## src/rtl/lstt_pkg.sv

```systemverilog
// ----------------------------------------------------------------------------
// lstt_pkg: shared types and constants of the limit switch tray turner
// Position, target and fault codes, register indexes and the result bundle.
// ----------------------------------------------------------------------------
package lstt_pkg;

  localparam int unsigned CfgDataW   = 32;
  localparam int unsigned CfgIdxW    = 2;
  localparam int unsigned TimerCfgW  = 32;
  localparam int unsigned DebCfgW    = 16;
  localparam int unsigned TdataW     = 8;

  typedef enum logic [CfgIdxW-1:0] {
    REG_MOTOR_TIMEOUT = 2'd0,
    REG_TURN_INTERVAL = 2'd1,
    REG_AUTO_TURN     = 2'd2,
    REG_DEBOUNCE      = 2'd3
  } cfg_idx_e;

  typedef enum logic [2:0] {
    POS_UNKNOWN = 3'd0,
    POS_LEFT    = 3'd1,
    POS_RIGHT   = 3'd2,
    POS_MOVING  = 3'd3,
    POS_ERROR   = 3'd4
  } position_e;

  typedef enum logic [1:0] {
    TGT_UNKNOWN = 2'd0,
    TGT_LEFT    = 2'd1,
    TGT_RIGHT   = 2'd2
  } target_e;

  typedef enum logic [1:0] {
    FAULT_NONE    = 2'd0,
    FAULT_BOTH    = 2'd1,
    FAULT_TIMEOUT = 2'd2
  } fault_e;

  // debounced switch levels after this tick's update
  typedef struct packed {
    logic left;
    logic right;
  } levels_t;

  // controller outputs after this tick's update
  typedef struct packed {
    logic      motor_on;
    position_e position;
    fault_e    fault;
  } ctrl_res_t;

endpackage

```

## src/rtl/lstt_debounce.sv

```systemverilog
// ----------------------------------------------------------------------------
// lstt_debounce: quiet-time debouncer for one limit switch
// Accepts the raw level once it has held for the configured number of ticks.
// ----------------------------------------------------------------------------
module lstt_debounce #(
  parameter int unsigned DEBOUNCE_WIDTH = 16
) (
  input  logic                          clk_i,
  input  logic                          rst_ni,
  input  logic                          advance_i,
  input  logic                          raw_i,
  input  logic [lstt_pkg::DebCfgW-1:0]  debounce_ms_i,
  output logic                          stable_o
);
  import lstt_pkg::*;

  localparam int unsigned CmpW = (DEBOUNCE_WIDTH > DebCfgW) ? DEBOUNCE_WIDTH : DebCfgW;

  logic                      last_q, last_d;
  logic [DEBOUNCE_WIDTH-1:0] count_q, count_d;
  logic                      stable_q, stable_d;

  always_comb begin
    last_d   = last_q;
    count_d  = count_q;
    stable_d = stable_q;
    if (raw_i != last_q) begin
      last_d  = raw_i;
      count_d = '0;
    end else if (count_q != '1) begin
      count_d = count_q + 1'b1;
    end
    if (CmpW'(count_d) >= CmpW'(debounce_ms_i)) begin
      stable_d = raw_i;
    end
  end

  always_ff @(posedge clk_i or negedge rst_ni) begin
    if (!rst_ni) begin
      last_q   <= 1'b0;
      count_q  <= '0;
      stable_q <= 1'b0;
    end else if (advance_i) begin
      last_q   <= last_d;
      count_q  <= count_d;
      stable_q <= stable_d;
    end
  end

  assign stable_o = stable_d;

endmodule

```

## src/rtl/lstt_ctrl.sv

```systemverilog
// ----------------------------------------------------------------------------
// lstt_ctrl: tray turn controller
// Arrival, motor timeout, automatic and requested turns, sticky error.
// ----------------------------------------------------------------------------
module lstt_ctrl #(
  parameter int unsigned TIMER_WIDTH = 32
) (
  input  logic                            clk_i,
  input  logic                            rst_ni,
  input  logic                            advance_i,
  input  lstt_pkg::levels_t               levels_i,
  input  logic                            start_i,
  input  logic                            home_i,
  input  logic [lstt_pkg::TimerCfgW-1:0]  motor_timeout_i,
  input  logic [lstt_pkg::TimerCfgW-1:0]  turn_interval_i,
  input  logic                            auto_turn_i,
  output lstt_pkg::ctrl_res_t             res_o
);
  import lstt_pkg::*;

  logic                   turning_q, turning_d;
  position_e              pos_q, pos_d;
  fault_e                 fault_q, fault_d;
  target_e                tgt_q, tgt_d;
  logic                   lrel_q, lrel_d;
  logic                   rrel_q, rrel_d;
  logic [TIMER_WIDTH-1:0] run_q, run_d;
  logic [TIMER_WIDTH-1:0] slt_q, slt_d;
  logic                   await_q, await_d;

  logic      arrive;
  position_e where;
  logic      want;

  always_comb begin
    turning_d = turning_q;
    pos_d     = pos_q;
    fault_d   = fault_q;
    tgt_d     = tgt_q;
    lrel_d    = lrel_q;
    rrel_d    = rrel_q;
    run_d     = run_q;
    await_d   = await_q;
    slt_d     = (slt_q != '1) ? slt_q + 1'b1 : slt_q;
    arrive    = 1'b0;
    where     = POS_UNKNOWN;
    want      = 1'b0;

    if (levels_i.left && levels_i.right) begin
      turning_d = 1'b0;
      pos_d     = POS_ERROR;
      fault_d   = FAULT_BOTH;
    end else begin
      if (turning_q) begin
        lrel_d = lrel_q | ~levels_i.left;
        rrel_d = rrel_q | ~levels_i.right;
        case (tgt_q)
          TGT_RIGHT: begin
            arrive = lrel_d & levels_i.right;
            where  = POS_RIGHT;
          end
          TGT_LEFT: begin
            arrive = rrel_d & levels_i.left;
            where  = POS_LEFT;
          end
          default: begin
            // homing: left switch wins
            arrive = levels_i.left | levels_i.right;
            where  = levels_i.left ? POS_LEFT : POS_RIGHT;
          end
        endcase
        if (arrive) begin
          turning_d = 1'b0;
          pos_d     = where;
          fault_d   = FAULT_NONE;
          slt_d     = '0;
        end
      end

      if (turning_d) begin
        if (run_q != '1) begin
          run_d = run_q + 1'b1;
        end
        if (TimerCfgW'(run_d) > motor_timeout_i) begin
          turning_d = 1'b0;
          pos_d     = POS_ERROR;
          fault_d   = FAULT_TIMEOUT;
        end
      end

      if (auto_turn_i && !turning_d && pos_d != POS_ERROR) begin
        if (await_q) begin
          // first eligible tick only restarts the interval
          slt_d   = '0;
          await_d = 1'b0;
        end else if (TimerCfgW'(slt_d) >= turn_interval_i) begin
          want = 1'b1;
        end
      end
      if (start_i || (home_i && pos_d == POS_UNKNOWN)) begin
        want = 1'b1;
      end

      if (want && !turning_d && pos_d != POS_ERROR) begin
        case (pos_d)
          POS_LEFT: begin
            tgt_d  = TGT_RIGHT;
            lrel_d = 1'b0;
            rrel_d = 1'b1;
          end
          POS_RIGHT: begin
            tgt_d  = TGT_LEFT;
            lrel_d = 1'b1;
            rrel_d = 1'b0;
          end
          default: begin
            tgt_d  = TGT_UNKNOWN;
            lrel_d = 1'b1;
            rrel_d = 1'b1;
          end
        endcase
        turning_d = 1'b1;
        pos_d     = POS_MOVING;
        run_d     = '0;
      end
    end
  end

  always_ff @(posedge clk_i or negedge rst_ni) begin
    if (!rst_ni) begin
      turning_q <= 1'b0;
      pos_q     <= POS_UNKNOWN;
      fault_q   <= FAULT_NONE;
      tgt_q     <= TGT_UNKNOWN;
      lrel_q    <= 1'b1;
      rrel_q    <= 1'b1;
      run_q     <= '0;
      slt_q     <= '0;
      await_q   <= 1'b1;
    end else if (advance_i) begin
      turning_q <= turning_d;
      pos_q     <= pos_d;
      fault_q   <= fault_d;
      tgt_q     <= tgt_d;
      lrel_q    <= lrel_d;
      rrel_q    <= rrel_d;
      run_q     <= run_d;
      slt_q     <= slt_d;
      await_q   <= await_d;
    end
  end

  assign res_o.motor_on = turning_d;
  assign res_o.position = pos_d;
  assign res_o.fault    = fault_d;

endmodule

```

## src/rtl/limit_switch_tray_turner.sv

```systemverilog
// ----------------------------------------------------------------------------
// limit_switch_tray_turner: tray turner driven by two limit switches
// One request per millisecond tick in, one status request out.
// ----------------------------------------------------------------------------
// Each accepted input request is one millisecond tick carrying the raw left
// and right switch levels and the start and home requests. The tick updates
// the debouncers and the turn controller in the cycle it is accepted and the
// status lands in the output register on that edge, so a new tick is taken
// every cycle as long as the output register is empty or being drained; the
// single output register is the only thing that sets the rate. Both switches
// stable-pressed forces a sticky error that only reset clears. After reset
// the position is unknown and the registers hold their reset defaults.
// Write configuration only while no tick is in flight.
// ----------------------------------------------------------------------------
module limit_switch_tray_turner #(
  parameter int unsigned DEBOUNCE_WIDTH = 16,
  parameter int unsigned TIMER_WIDTH    = 32
) (
  input  logic                          clk_i,
  input  logic                          rst_ni,
  // configuration write port
  input  logic                          cfg_we_i,
  input  logic [lstt_pkg::CfgIdxW-1:0]  cfg_idx_i,
  input  logic [lstt_pkg::CfgDataW-1:0] cfg_data_i,
  // tick input
  input  logic                          s_axis_tvalid,
  output logic                          s_axis_tready,
  // tdata: [0] left_raw, [1] right_raw, [2] start_request, [3] home_request,
  //        [7:4] zero
  input  logic [lstt_pkg::TdataW-1:0]   s_axis_tdata,
  // status output
  output logic                          m_axis_tvalid,
  input  logic                          m_axis_tready,
  // tdata: [0] motor_on, [3:1] tray_position, [5:4] fault_code,
  //        [6] left_pressed, [7] right_pressed
  output logic [lstt_pkg::TdataW-1:0]   m_axis_tdata
);
  import lstt_pkg::*;

  // configuration registers
  logic [TimerCfgW-1:0] motor_timeout_q;
  logic [TimerCfgW-1:0] turn_interval_q;
  logic                 auto_turn_q;
  logic [DebCfgW-1:0]   debounce_q;

  always_ff @(posedge clk_i or negedge rst_ni) begin
    if (!rst_ni) begin
      motor_timeout_q <= TimerCfgW'(30000);
      turn_interval_q <= TimerCfgW'(7200000);
      auto_turn_q     <= 1'b0;
      debounce_q      <= DebCfgW'(50);
    end else if (cfg_we_i) begin
      unique case (cfg_idx_e'(cfg_idx_i))
        REG_MOTOR_TIMEOUT: motor_timeout_q <= cfg_data_i[TimerCfgW-1:0];
        REG_TURN_INTERVAL: turn_interval_q <= cfg_data_i[TimerCfgW-1:0];
        REG_AUTO_TURN:     auto_turn_q     <= cfg_data_i[0];
        REG_DEBOUNCE:      debounce_q      <= cfg_data_i[DebCfgW-1:0];
      endcase
    end
  end

  // take a tick whenever the output register is free or draining
  logic advance;
  assign s_axis_tready = !m_axis_tvalid || m_axis_tready;
  assign advance       = s_axis_tvalid && s_axis_tready;

  levels_t   levels;
  ctrl_res_t res;

  lstt_debounce #(
    .DEBOUNCE_WIDTH(DEBOUNCE_WIDTH)
  ) u_deb_left (
    .clk_i,
    .rst_ni,
    .advance_i     (advance),
    .raw_i         (s_axis_tdata[0]),
    .debounce_ms_i (debounce_q),
    .stable_o      (levels.left)
  );

  lstt_debounce #(
    .DEBOUNCE_WIDTH(DEBOUNCE_WIDTH)
  ) u_deb_right (
    .clk_i,
    .rst_ni,
    .advance_i     (advance),
    .raw_i         (s_axis_tdata[1]),
    .debounce_ms_i (debounce_q),
    .stable_o      (levels.right)
  );

  lstt_ctrl #(
    .TIMER_WIDTH(TIMER_WIDTH)
  ) u_ctrl (
    .clk_i,
    .rst_ni,
    .advance_i       (advance),
    .levels_i        (levels),
    .start_i         (s_axis_tdata[2]),
    .home_i          (s_axis_tdata[3]),
    .motor_timeout_i (motor_timeout_q),
    .turn_interval_i (turn_interval_q),
    .auto_turn_i     (auto_turn_q),
    .res_o           (res)
  );

  // output register: hold until taken, load on every accepted tick
  logic              out_valid_q, out_valid_d;
  logic [TdataW-1:0] out_data_q;

  always_comb begin
    out_valid_d = out_valid_q;
    if (advance) begin
      out_valid_d = 1'b1;
    end else if (m_axis_tready) begin
      out_valid_d = 1'b0;
    end
  end

  always_ff @(posedge clk_i or negedge rst_ni) begin
    if (!rst_ni) begin
      out_valid_q <= 1'b0;
    end else begin
      out_valid_q <= out_valid_d;
    end
  end

  always_ff @(posedge clk_i) begin
    if (advance) begin
      out_data_q <= {levels.right, levels.left, res.fault, res.position, res.motor_on};
    end
  end

  assign m_axis_tvalid = out_valid_q;
  assign m_axis_tdata  = out_data_q;

endmodule

```

## config.mk

```make
export PLATFORM = sky130hd
export DESIGN_NAME = limit_switch_tray_turner
export DESIGN_NICKNAME = d
export VERILOG_FILES = /design/src/rtl/lstt_pkg.sv /design/src/rtl/lstt_debounce.sv /design/src/rtl/lstt_ctrl.sv /design/src/rtl/limit_switch_tray_turner.sv
export SDC_FILE = /design/constraint.sdc
export NUM_CORES = 1
export LEC_CHECK = 0
export ABC_AREA = 1
export BUFFER_PORTS_ARGS = -buffer_cell sky130_fd_sc_hd__buf_2
export CAP_MARGIN = 20
export CORE_MARGIN = 5
export CORE_UTILIZATION = 50
export DETAILED_ROUTE_END_ITERATION = 8
export PLACE_DENSITY = 0.67
export SLEW_MARGIN = 20
export SYNTH_ARGS = -nofsm -noshare
export SYNTH_HDL_FRONTEND = slang
export SYNTH_SLANG_ARGS = --single-unit
```

## constraint.sdc

```tcl
create_clock -name clk_i -period 6.99 [get_ports clk_i]
set_input_delay 1.398 -clock clk_i [delete_from_list [all_inputs] [get_ports clk_i]]
set_output_delay 1.398 -clock clk_i [all_outputs]
set_load 0.02 [all_outputs]
```

== Yosys cells after proc, flatten, opt, wreduce, memory -nomap -nowiden ==
Cells that the tools add are included.
Word-level totals
  register bits: 201
  bits in latches: 0
  RAM bits: 0
  ROM bits: 0
  word-level logic and storage cells: 134
  memories kept: 0
Cells by class
  add/subtract/negate cells: 4
  multiply operators: 0
  div/mod/pow operators: 0
  order comparisons: 4
  eq/ne operators: 14
  shifts and indexed selects: 0
  mux-type cells: 57
  bitwise operators: 8
  reductions and logical operators: 26
Operator list (number)
  $mux W32: 12
  $add A32 B1 Y32 const B: 2
  $mux W16: 4
  $ne A32 B32 Y1 const B: 2
  $add A16 B1 Y16 const B: 2
  $ge A16 B16 Y1: 2
  $ge A32 B32 Y1: 1
  $gt A32 B32 Y1: 1
  $ne A16 B16 Y1 const B: 2
  $mux W1: 25
  $mux W3: 7
  $mux W2: 6
  $reduce_and A2 Y1: 6
  $reduce_and A3 Y1: 4
  $logic_and A1 B1 Y1: 7
  $eq A2 B2 Y1 const B: 3
  $pmux W3 S2: 1
  $reduce_bool A2 Y1: 3
  $eq A2 B1 Y1 const B: 2
  $pmux W2 S2: 1
  $eq A3 B1 Y1 const B: 1
  $eq A3 B2 Y1 const B: 1
  $logic_not A3 Y1: 1
  $ne A3 B3 Y1 const B: 1
  other kinds (8): 16

== Logic depth before layout (Yosys ltp) ==
  depth in word-level cells: 30
  mapped depth: 52
  gate-level depth less buffers: 51

== Modules after synthesis ==
From an unflattened synthesis, not the netlist that was laid out.
Unflattened totals
  cells, all modules: 1921
  area, all modules: 13995.9 µm²
Modules (own cells, without submodules)
  lstt_ctrl: instances 1, cells each 1014, area an instance 6876.6 µm²
  limit_switch_tray_turner: instances 1, cells each 375, area an instance 3603.5 µm²
  lstt_debounce: instances 2, cells each 266, area an instance 1757.9 µm²

== Least setup slack after synthesis ==
OpenSTA, ideal clock, no wires.
  path type: input -> register
  from: input s_axis_tdata[0] (netlist name)
  to: register u_ctrl.run_q[19]
  library setup time: 0.117 ns
  arrival: 5.402 ns
  path slack: 1.471 ns
  stages: 38
  buffers on the path: 3
  path through: xnor2_1 inv_1 a211oi_1 ha_1 nand2_1 nand2_1 nand2_1 nand2_1 nand2_1 nand2_1 nand2_1 nand2_1 nand2_2 nand2_4 nor2_2 nand2_2 nand3_2 nand3_4 [... 2 more ...] inv_1 ha_1 nand2_1 inv_1 nand3_1 nor3_1 and3_1 nand4_1 nand3_1 nand2_1 inv_1 nand3_1 nand2_4 nand3_4 buf_6 buf_8 nand3_2 nand2_1
Between the ends
  cells in the longest elaborated chain, start to end: 25
Ends and longest elaborated chain
  start, declared: RTL line limit_switch_tray_turner.sv:30  | input logic [lstt_pkg::TdataW-1:0] s_axis_tdata,
  $ne A1 B1 Y1 *: RTL line lstt_debounce.sv:27  | if (raw_i != last_q) begin
  $mux W16 *: RTL line lstt_debounce.sv:27
  named net u_deb_left.count_d[1]: RTL line lstt_debounce.sv:20  | logic [DEBOUNCE_WIDTH-1:0] count_q, count_d;
  $ge A16 B16 Y1 *: RTL line lstt_debounce.sv:33  | if (CmpW'(count_d) >= CmpW'(debounce_ms_i)) begin
  $mux W1 *: RTL line lstt_debounce.sv:33
  parallel branches: the longest is 21 deep, another holds $ge A32 B32 Y1
  end signal, assigned: RTL line lstt_ctrl.sv:147  | run_q <= run_d;
  end, declared: RTL line lstt_ctrl.sv:27  | logic [TIMER_WIDTH-1:0] run_q, run_d;
Mark *: on every way through the listed nets, which the timed path passes. The select of a mux whose other input is x is not followed.
A chain may end at the register's enable or synchronous reset.

== Worst setup path after layout ==
  from: register u_deb_left.count_q[0]
  to: register u_ctrl.run_q[1]
Between the ends
  cells in the longest elaborated chain, start to end: 26
Ends and longest elaborated chain
  start, declared: RTL line lstt_debounce.sv:20
  start signal, assigned: RTL line lstt_debounce.sv:45  | count_q <= count_d;
  $add A16 B1 Y16 / $ne A16 B16 Y1 (equally long branches): RTL line lstt_debounce.sv:31, lstt_debounce.sv:30
  $mux W16 *: RTL line lstt_debounce.sv:30  | end else if (count_q != '1) begin
  $mux W16 *: RTL line lstt_debounce.sv:27
  named net u_deb_left.count_d[9]: RTL line lstt_debounce.sv:20
  $ge A16 B16 Y1 *: RTL line lstt_debounce.sv:33
  $mux W1 *: RTL line lstt_debounce.sv:33
  parallel branches: the longest is 21 deep, another holds $ge A32 B32 Y1
Marked as above.

==> impl_metrics.ini <==
[setup_path]
critPathSlowestCell = dfrtp_1
startpoint = u_deb_left.count_q[0]
crit_arrival_ns = 6.76
setup.worst_path.end_class = register
crit_buf_inv = 9
critPathMaxStageDelay_ns = 0.41
critical_path_required_ns = 7.41
cp_top_family = simple AND/OR/NAND/NOR gates
crit_path_start_kind = register
path_class = reg -> reg
critPathMostFrequentCell = inv_1
worstPathMaxFanout = 32
timing.rr.start = u_deb_left.count_q[0]

[drt]
dr_total_vias = 11200
drtIter0Drc = 896
drcViolationCount = 0
antenna_left = 0
vias_per_cell = 5.19
drt_wl_total_um = 30600
wl_per_cell_um = 14.2
drt-pass1-iter-count = 5

[place]
post-dp-hpwl_um = 22900
placedCellCount = 2108
io_buffers = 52
placed_area_sq_um = 13700
gp_congestion = 0.863

[sta]
max_freq_ghz = 0.158
tns_ns = 0
finalClockSkew_ns = 0.0136
finalCritPeriodShare = 0.906
period_minus_slack_ns = 6.34
worst_slew_pin_slew_ns = 0.999
slew_headroom = 0.334
fin_hold_ws_ns = 0.484
slew_viol_final = 0
setup_viol = 0
hold_viol_final = 0
rsz0062_at_grt = false

[finish]
drive_above_1_share = 0.104
mostFrequentLayoutCells = 440 x nand2_1, 311 x inv_1, 177 x o21ai_0
fin_area_sq_um = 14600
fin_cells = 2153
nNetsFinal = 1949
num_antenna_cells = 0
final_core_util = 0.563
area_growth_pct = 11.3
final_common_cell = nand2_1

[global_routing]
grt_max_degree = 106
grt_pass1_wl_um = 51100
antenna_found_initial = 0
grt-ovfl-total = 0
met2_usage = 0.354
track_usage = 0.208
grt_pass1_vias = 10700
grt.busiest_layer = met2
met1_usage = 0.287
met3_usage = 0.0251

[clocking]
cts_buffers = 24
clkLatencyLatePin_ns = 0.52
root_buffer = clkbuf_16
cts_hold_buffers = 0
htreeDepth = 1
clkTransAtPathRegs_ns = 0.06
cts_tree = done
cts.repair.resized = 0
post_cts_buffers = 0
cts_sinks = 201
cts_buffer_depth = 3

[die]
num_rows = 59
dieArea_sq_um = 29600
start_util = 0.506
core_sq_um = 26000
fp.dieH_um = 172
die_x_um = 172
pin_count = 57

[synthesis]
yosys.area_share.simple = 0.256
ys.warnings.count = 0
ys_async_sr_fraction = 0.960
synth_compound_area_frac = 0.108
synthAdderAreaFrac = 0.0971
synth_seq_cells = 201
muxShareOfSynthArea = 0
synth_xor_xnor_area_share = 0.0433
synth.distinct_cells = 49
syn-num-nets = 1904
syn_area_sq_um = 13100
syn_inst = 1755
synth.yosys.seq_area_share = 0.388
synth_edf_count = 8
synth_top_family_by_area = simple AND/OR/NAND/NOR gates
avgSynthCellArea_sq_um = 7.49
synth_flop_cell = dfrtp_1

[min_path]
hold_class = reg -> reg
worstHoldStart = motor_timeout_q[28]

[pwr]
leakage_nw = 7.57
p_per_area_nw_per_um2 = 290
peakVddDrop_v = 0.000259

[run_status]
status = finished, final reports clean

[flow_run]
drv_cap = 0
==> cell usage after synthesis, types with 2 or more instances <==
master | count | area share
buf_1 | 3 | 0.00086
nand2_1 | 440 | 0.13
a31oi_1 | 7 | 0.0033
buf_2 | 6 | 0.0023
a211oi_1 | 2 | 0.0011
o21a_1 | 3 | 0.0017
o211ai_1 | 4 | 0.0023
nand2_2 | 9 | 0.0043
a21oi_1 | 64 | 0.024
or2_2 | 4 | 0.0019
nor2_2 | 6 | 0.0029
nor3_1 | 35 | 0.013
o21bai_1 | 6 | 0.0034
o21ai_0 | 177 | 0.067
nand3_1 | 89 | 0.034
nor3_2 | 3 | 0.0023
dfstp_2 | 24 | 0.048
nor2_4 | 2 | 0.0017
inv_1 | 311 | 0.089
nor4_1 | 13 | 0.0062
nor2_1 | 89 | 0.025
edfxtp_1 | 8 | 0.018
or4_1 | 2 | 0.0011
ha_1 | 102 | 0.097
xnor2_1 | 15 | 0.010
clkbuf_1 | 31 | 0.0089
nand3_2 | 16 | 0.012
buf_4 | 5 | 0.0029
nand3b_1 | 3 | 0.0017
nand2_4 | 2 | 0.0017
inv_2 | 5 | 0.0014
nand4_1 | 30 | 0.014
dfrtp_1 | 169 | 0.32
nand3_4 | 2 | 0.0027
nor4_2 | 2 | 0.0019
o21ai_1 | 4 | 0.0015
xor2_1 | 50 | 0.033
==> flip-flops by register name, summed over array words and instances, names as in the netlist, 2 cells and up <==
| signal | count |
|---|---|
| u_ctrl.pos_q | 3 |
| u_ctrl.slt_q | 32 |
| debounce_q | 16 |
| u_deb_left.count_q | 16 |
| u_ctrl.tgt_q | 2 |
| u_ctrl.fault_q | 2 |
| u_ctrl.run_q | 32 |
| motor_timeout_q | 32 |
| turn_interval_q | 32 |
| u_deb_right.count_q | 16 |
| m_axis_tdata | 8 |
==> cell families (layout without fill, tap and decap cells) <==
group	after synthesis	count (layout)
AND/OR/NAND/NOR	751	751
AO/OA/AOI/OAI	272	272
flip-flops	201	201
buffers and inverters	364	427
adder cells (fa/ha/maj)	102	102
XOR/XNOR	65	65
==> through the flow <==
step	total power, mW	setup slack, ns
floorplan	2.59	1.47
global placement	2.89	0.482
detailed placement	2.94	0.364
CTS	4.28	0.371
global route	4.57	0.0325
finish	4.24	0.655
==> metal layers <==
layer	share of wire	wire, um
met1	0.47	14300
met2	0.47	14300
met3	0.043	1310
met4	0.023	693
met5	0	0
==> worst reg2reg max path: cells and delay by family (launching register included) <==
family / cells / cell delay [ns]
xor gates and xnor gates: 1 / 0.06
DFF: 1 / 0.41
and+or+nand+nor: 25 / 3.55
adders and majority gates: 3 / 0.76
buffers and inverters: 9 / 0.90
AOI/OAI and AO/OA: 5 / 0.59
==> final timing paths <==
check / endpoint / slack, ns / depth (start not counted)
worst max register to register: u_ctrl.run_q[1] / 0.65 / 43
max in group asynchronous: u_ctrl.slt_q[11] / 4.84 / 2
worst min register to register: motor_timeout_q[28] / 0.48 / 2
min in group asynchronous: u_deb_left.count_q[5] / 0.92 / 1
worst min-delay path: motor_timeout_q[28] / 0.48 / 2
worst max-delay path: u_ctrl.run_q[1] / 0.65 / 43
==> power by group <==
group | leakage, nW | switching, mW | internal (mW)
sequential | 2.56 | 0.128 | 1.40
clock | 0.413 | 0.507 | 0.814
combinational | 4.60 | 0.919 | 0.476
total | 7.57 | 1.55 | 2.69
==> layout make-up <==
cell class                      instances  area, sq um
Tap cell                              335          419
Clock inverter                         13          119
Fill cell                            2499        11400
Sequential cell                       201         5100
Multi-Input combinational cell       1190         6660
Timing Repair Buffer                   66          399
Inverter                              317         1190
Clock buffer                           31          733
No activity file was read; power rests on OpenSTA's default activity.
